==> src/design/box_field_smooth_union_unit_defines.svh <==
// ----------------------------------------------------------------------------
// box field smooth union assertion macros
// shared property forms for the checks at the end of the top level
// ----------------------------------------------------------------------------
`ifndef BOX_FIELD_SMOOTH_UNION_UNIT_DEFINES_SVH
`define BOX_FIELD_SMOOTH_UNION_UNIT_DEFINES_SVH

// consequence holds in the same cycle
`define BFSU_ASSERT_SAME(label, ante, cons, msg) \
  label: assert property (@(posedge clk) disable iff (!rst_n) (ante) |-> (cons)) \
    else $error(msg);

// consequence holds in the next cycle
`define BFSU_ASSERT_NEXT(label, ante, cons, msg) \
  label: assert property (@(posedge clk) disable iff (!rst_n) (ante) |=> (cons)) \
    else $error(msg);

`endif

==> src/design/bfsu_pkg.sv <==
// ----------------------------------------------------------------------------
// bfsu_pkg
// types, constants and tables of the box field smooth union unit
// ----------------------------------------------------------------------------
package bfsu_pkg;

  localparam int DIV_STEPS = 20;
  localparam logic [16:0] EXP_K = 17'd94548;
  localparam logic [15:0] LN_K = 16'd45426;
  localparam logic [31:0] SAT_MAX = 32'h7FFFFFFF;
  localparam logic [31:0] SAT_MIN = 32'h80000000;
  localparam logic [30:0] TEMP_RESET = 31'd65536;
  localparam logic [4:0] EXP_N_LIMIT = 5'd31;

  typedef enum logic {
    REG_TEMPERATURE = 1'b0,
    REG_BOX_COUNT   = 1'b1
  } reg_idx_t;

  typedef enum logic {
    REQ_WRITE = 1'b0,
    REQ_QUERY = 1'b1
  } req_t;

  typedef struct packed {
    logic wr;
    logic load_q;
    logic cnt_clr;
    logic cnt_inc;
    logic dist_ld;
    logic min_upd;
    logic sum_clr;
    logic div_ld;
    logic div_step;
    logic exp1;
    logic exp2;
    logic exp3;
    logic ln_ld;
    logic ln_shift;
    logic ln1;
    logic ln2;
    logic ln3;
    logic ln4;
    logic ln5;
    logic res_empty;
    logic out_load;
  } cmd_t;

  typedef struct packed {
    logic is_query;
    logic n_zero;
    logic cnt_last;
    logic skip;
    logic norm_top;
    logic out_free;
  } status_t;

  function automatic logic [16:0] exp2_tab(logic [4:0] j);
    logic [16:0] v;
    case (j)
      5'd0:    v = 17'd65536;
      5'd1:    v = 17'd62757;
      5'd2:    v = 17'd60097;
      5'd3:    v = 17'd57549;
      5'd4:    v = 17'd55109;
      5'd5:    v = 17'd52773;
      5'd6:    v = 17'd50535;
      5'd7:    v = 17'd48393;
      5'd8:    v = 17'd46341;
      5'd9:    v = 17'd44376;
      5'd10:   v = 17'd42495;
      5'd11:   v = 17'd40693;
      5'd12:   v = 17'd38968;
      5'd13:   v = 17'd37316;
      5'd14:   v = 17'd35734;
      5'd15:   v = 17'd34219;
      default: v = 17'd32768;
    endcase
    return v;
  endfunction

  function automatic logic [16:0] log2_tab(logic [4:0] j);
    logic [16:0] v;
    case (j)
      5'd0:    v = 17'd0;
      5'd1:    v = 17'd5732;
      5'd2:    v = 17'd11136;
      5'd3:    v = 17'd16248;
      5'd4:    v = 17'd21098;
      5'd5:    v = 17'd25711;
      5'd6:    v = 17'd30109;
      5'd7:    v = 17'd34312;
      5'd8:    v = 17'd38336;
      5'd9:    v = 17'd42196;
      5'd10:   v = 17'd45904;
      5'd11:   v = 17'd49472;
      5'd12:   v = 17'd52911;
      5'd13:   v = 17'd56229;
      5'd14:   v = 17'd59434;
      5'd15:   v = 17'd62534;
      default: v = 17'd65536;
    endcase
    return v;
  endfunction

endpackage

==> src/design/bfsu_ctrl.sv <==
// ----------------------------------------------------------------------------
// bfsu_ctrl
// sequencer for table writes, the two passes over the boxes and the log
// ----------------------------------------------------------------------------
module bfsu_ctrl (
  input  logic               clk,
  input  logic               rst_n,
  input  logic               in_tvalid,
  output logic               in_tready,
  input  bfsu_pkg::status_t  st,
  output bfsu_pkg::cmd_t     cmd
);

  typedef enum logic [4:0] {
    S_IDLE, S_P1_RD, S_P1_DST, S_P1_MIN, S_P2_RD, S_P2_DST, S_P2_CHK,
    S_DIV, S_EXP1, S_EXP2, S_EXP3, S_LN_LD, S_LN_NORM,
    S_LN1, S_LN2, S_LN3, S_LN4, S_LN5, S_DONE
  } state_t;

  state_t      state_r, state_nxt;
  logic [4:0]  div_cnt_r, div_cnt_nxt;

  assign in_tready = (state_r == S_IDLE);

  always_comb begin
    cmd = '0;
    state_nxt = state_r;
    div_cnt_nxt = div_cnt_r;
    unique case (state_r)
      S_IDLE: begin
        if (in_tvalid) begin
          if (!st.is_query) begin
            cmd.wr = 1'b1;
          end else if (st.n_zero) begin
            cmd.res_empty = 1'b1;
            state_nxt = S_DONE;
          end else begin
            cmd.load_q = 1'b1;
            cmd.cnt_clr = 1'b1;
            state_nxt = S_P1_RD;
          end
        end
      end
      S_P1_RD:  state_nxt = S_P1_DST;
      S_P1_DST: begin
        cmd.dist_ld = 1'b1;
        state_nxt = S_P1_MIN;
      end
      S_P1_MIN: begin
        cmd.min_upd = 1'b1;
        if (st.cnt_last) begin
          cmd.cnt_clr = 1'b1;
          cmd.sum_clr = 1'b1;
          state_nxt = S_P2_RD;
        end else begin
          cmd.cnt_inc = 1'b1;
          state_nxt = S_P1_RD;
        end
      end
      S_P2_RD:  state_nxt = S_P2_DST;
      S_P2_DST: begin
        cmd.dist_ld = 1'b1;
        state_nxt = S_P2_CHK;
      end
      S_P2_CHK: begin
        if (st.skip) begin
          if (st.cnt_last) begin
            state_nxt = S_LN_LD;
          end else begin
            cmd.cnt_inc = 1'b1;
            state_nxt = S_P2_RD;
          end
        end else begin
          cmd.div_ld = 1'b1;
          div_cnt_nxt = '0;
          state_nxt = S_DIV;
        end
      end
      S_DIV: begin
        cmd.div_step = 1'b1;
        if (div_cnt_r == 5'(bfsu_pkg::DIV_STEPS - 1)) begin
          state_nxt = S_EXP1;
        end else begin
          div_cnt_nxt = div_cnt_r + 5'd1;
        end
      end
      S_EXP1: begin
        cmd.exp1 = 1'b1;
        state_nxt = S_EXP2;
      end
      S_EXP2: begin
        cmd.exp2 = 1'b1;
        state_nxt = S_EXP3;
      end
      S_EXP3: begin
        cmd.exp3 = 1'b1;
        if (st.cnt_last) begin
          state_nxt = S_LN_LD;
        end else begin
          cmd.cnt_inc = 1'b1;
          state_nxt = S_P2_RD;
        end
      end
      S_LN_LD: begin
        cmd.ln_ld = 1'b1;
        state_nxt = S_LN_NORM;
      end
      S_LN_NORM: begin
        if (st.norm_top) begin
          state_nxt = S_LN1;
        end else begin
          cmd.ln_shift = 1'b1;
        end
      end
      S_LN1: begin
        cmd.ln1 = 1'b1;
        state_nxt = S_LN2;
      end
      S_LN2: begin
        cmd.ln2 = 1'b1;
        state_nxt = S_LN3;
      end
      S_LN3: begin
        cmd.ln3 = 1'b1;
        state_nxt = S_LN4;
      end
      S_LN4: begin
        cmd.ln4 = 1'b1;
        state_nxt = S_LN5;
      end
      S_LN5: begin
        cmd.ln5 = 1'b1;
        state_nxt = S_DONE;
      end
      S_DONE: begin
        if (st.out_free) begin
          cmd.out_load = 1'b1;
          state_nxt = S_IDLE;
        end
      end
      default: state_nxt = S_IDLE;
    endcase
  end

  always_ff @(posedge clk) begin
    if (!rst_n) begin
      state_r <= S_IDLE;
      div_cnt_r <= '0;
    end else begin
      state_r <= state_nxt;
      div_cnt_r <= div_cnt_nxt;
    end
  end

endmodule

==> config.mk <==
export PLATFORM = sky130hd
export DESIGN_NAME = bfsu_ctrl
export DESIGN_NICKNAME = d
export VERILOG_FILES = /design/src/design/box_field_smooth_union_unit_defines.svh /design/src/design/bfsu_pkg.sv /design/src/design/bfsu_ctrl.sv
export SDC_FILE = /design/constraint.sdc
export NUM_CORES = 1
export LEC_CHECK = 0
export BUFFER_PORTS_ARGS = -buffer_cell sky130_fd_sc_hd__buf_4
export CELL_PAD_IN_SITES_DETAIL_PLACEMENT = 0
export CELL_PAD_IN_SITES_GLOBAL_PLACEMENT = 1
export CORE_MARGIN = 1
export CORE_UTILIZATION = 35
export CTS_CLUSTER_DIAMETER = 30
export DETAILED_ROUTE_END_ITERATION = 8
export GPL_TIMING_DRIVEN = 0
export MAX_ROUTING_LAYER = met4
export PLACE_DENSITY_LB_ADDON = 0.1
export SLEW_MARGIN = 15
export SYNTH_ARGS = -nofsm -noshare
export SYNTH_HDL_FRONTEND = slang
export SYNTH_SLANG_ARGS = --single-unit
==> constraint.sdc <==
create_clock -name clk -period 2.4 [get_ports clk]
set_input_delay 0.6 -clock clk [delete_from_list [all_inputs] [get_ports clk]]
set_output_delay 0.6 -clock clk [all_outputs]
set_load 0.01 [all_outputs]
==> results.cfg <==
[pwr]
p_leak_nw = 0.547
ir_drop_mv = 0.375
p_per_area_nw_per_um2 = 561
power.total_mw = 0.742

[final_layout]
finalInstanceArea_sq_um = 1320
diodes = 0
final_core_util = 0.520
finalNetCount = 179
layoutNonFillerInstCount = 197
drive_above_1_share = 0.353
area_growth_pct = 35.9

[flow_run]
cap_viol_max_count = 0

[worst_hold_path]
hold_class = reg2reg

[synthesis]
synth_ff_type = dfxtp_1
synthDistinctLibCells = 43
muxShareOfSynthArea = 0.0553
ys.warnings.count = 0
synthArstFlopShare = 0
synth_top_family_by_area = simple AND/OR/NAND/NOR gates
synth_edf_count = 0
synthXorXnorAreaFrac = 0.00900
synth-compound-area-share = 0.265
synth_fa_ha_area_frac = 0.0129
ys_ff_latch = 10
yosysSeqAreaShare = 0.206
synth.avg_cell_area_sq_um = 7.32
synth-simple-area-share = 0.365
synthCells = 133
synth_area_sq_um = 973
syn-num-nets = 143

[routing]
drc = 0
drt_first_pass_iters = 4
vias = 1103
ant_nets = 0
drt_iter0_markers = 7
wirelength_um = 2990
vias_per_cell = 5.60
wire_per_inst_um = 15.2

[critical_path]
crit_required_ps = 1800
path_class = reg2out
worst_ep_arrival_time_ps = 1710
start_kind = flip-flop
cp-end-kind = output port
path_max_fanout = 10

[die]
start_util = 0.382
die_h_um = 54.7
row_count = 18
core_sq_um = 2540
die_width_um = 54.7
ioPinCount = 31
die-area_sq_um = 3000

[timing]
tightest_slew_ps = 643
period_minus_slack_ps = 2310
hold_viol = 0
fin_tns_setup_ps = 0
setup-violations-final = 0
setup_ws_ps = 87.3
finClkSkew_ps = 2.83
fin_crit_sh = 0.964
maxSlewViolCount = 0
rsz0062_at_grt = false
whs_ps = 564
fmax_mhz = 432
slew_headroom = 0.567

[cts]
cts_tree = done
clk_pin_slew_ps = 60
clock_latency_ps = 260
cts_made_buffers = 3
clkSinkCount = 10
clk_path_buf_depth = 2
htree_levels = 1
root_buffer = clkbuf_4
cts_hold_buf = 0

[place]
dp_hpwl_um = 2280
gp_congestion = 0.803
placed_cell_area_sq_um = 1240
placedCellCount = 193
io_buffers = 30
dpl_worst_slack_ps = 112

[global_route]
grt_pass1_wl_um = 4460
groute.usage.overall = 0.221
grt_pass1_vias = 950
grt_max_degree = 11
gr-total-overflow = 0
antenna_found_initial = 0

[run_status]
outcome = finished clean
==> placed cells by master (no fill, tap or decap), types with 4 or more instances in the layout <==
cell type | netlist | layout
nor3_1 | 12 | 11
nor2_1 | 19 | 19
a21oi_1 | 7 | 7
nand2b_1 | 8 | 8
clkbuf_4 | 0 | 6
buf_4 | 2 | 34
nand2_1 | 7 | 7
dfxtp_1 | 10 | 9
o21ai_0 | 4 | 4
inv_1 | 9 | 9
==> sequential cells by signal, indices dropped and copies added, names as in the netlist <==
name       cells
div_cnt_r      5
state_r        5
==> kinds of logic after synthesis <==
family                     Yosys count
buffers and inverters               19
and+or+nand+nor                     66
DFF                                 10
muxes                                5
AOI/OAI and AO/OA                   31
adders and majority gates            1
xor gates and xnor gates             1
==> synthesized netlist by cell type, drive strengths merged (3+ instances only) <==
cell type	count	share of area
nor2	19	0.073
nor3	12	0.062
dfxtp	10	0.21
inv	9	0.035
nand2b	8	0.051
a21oi	7	0.036
buf	7	0.041
nand2	7	0.027
nand3b	4	0.035
nor4	4	0.026
o21ai	4	0.021
a21o	3	0.023
a221oi	3	0.027
clkbuf	3	0.012
mux2	3	0.035
nand3	3	0.015
==> final cells by class <==
cell class | count | area [sq um]
multi-input cells | 104 | 729
repair buffers | 31 | 233
inverters | 9 | 33.8
fillers | 265 | 1220
plain buffers | 10 | 65.1
clock buffers | 3 | 22.5
flip-flops and latches | 10 | 201
well taps | 30 | 37.5
==> power by group <==
part	switching, mW	internal (mW)	leakage (nW)
Combinational	0.241	0.196	0.452
Sequential	0.0118	0.181	0.0814
Clock	0.0539	0.0578	0.0138
==> worst paths after layout <==
kind / from / to / slack (ps) / cells after the start
setup / recovery: state_r[2] / cmd[18] / 90 / 6
hold / removal: div_cnt_r[0] / div_cnt_r[0] / 560 / 2
hold reg to reg: div_cnt_r[0] / div_cnt_r[0] / 560 / 2
setup reg to reg: div_cnt_r[0] / div_cnt_r[4] / 340 / 5
==> timing repair <==
item                                   CTS  global route
resized for setup                        6            12
pin swaps                                1             1
setup endpoints to repair                8             6
buffers inserted                         1             0
endpoints found under the hold margin    0             0
==> critical path, cell delays in order, from the launching register on <==
cell and delay (ps):
dfxtp_1 300, buf_4 170, buf_2 180, buf_4 200, nor4_4 310, o21bai_1 150
buf_4 130
==> layer usage <==
metal / track usage / vias up / part of all wire
li1: - / 556 / -
met1: 0.306 / 514 / 0.49
met2: 0.327 / 33 / 0.46
met3: 0.0583 / 0 / 0.048
met4: 0.0256 / 0 / 0
met5: - / - / 0
Power figures use the tool's default switching activity.
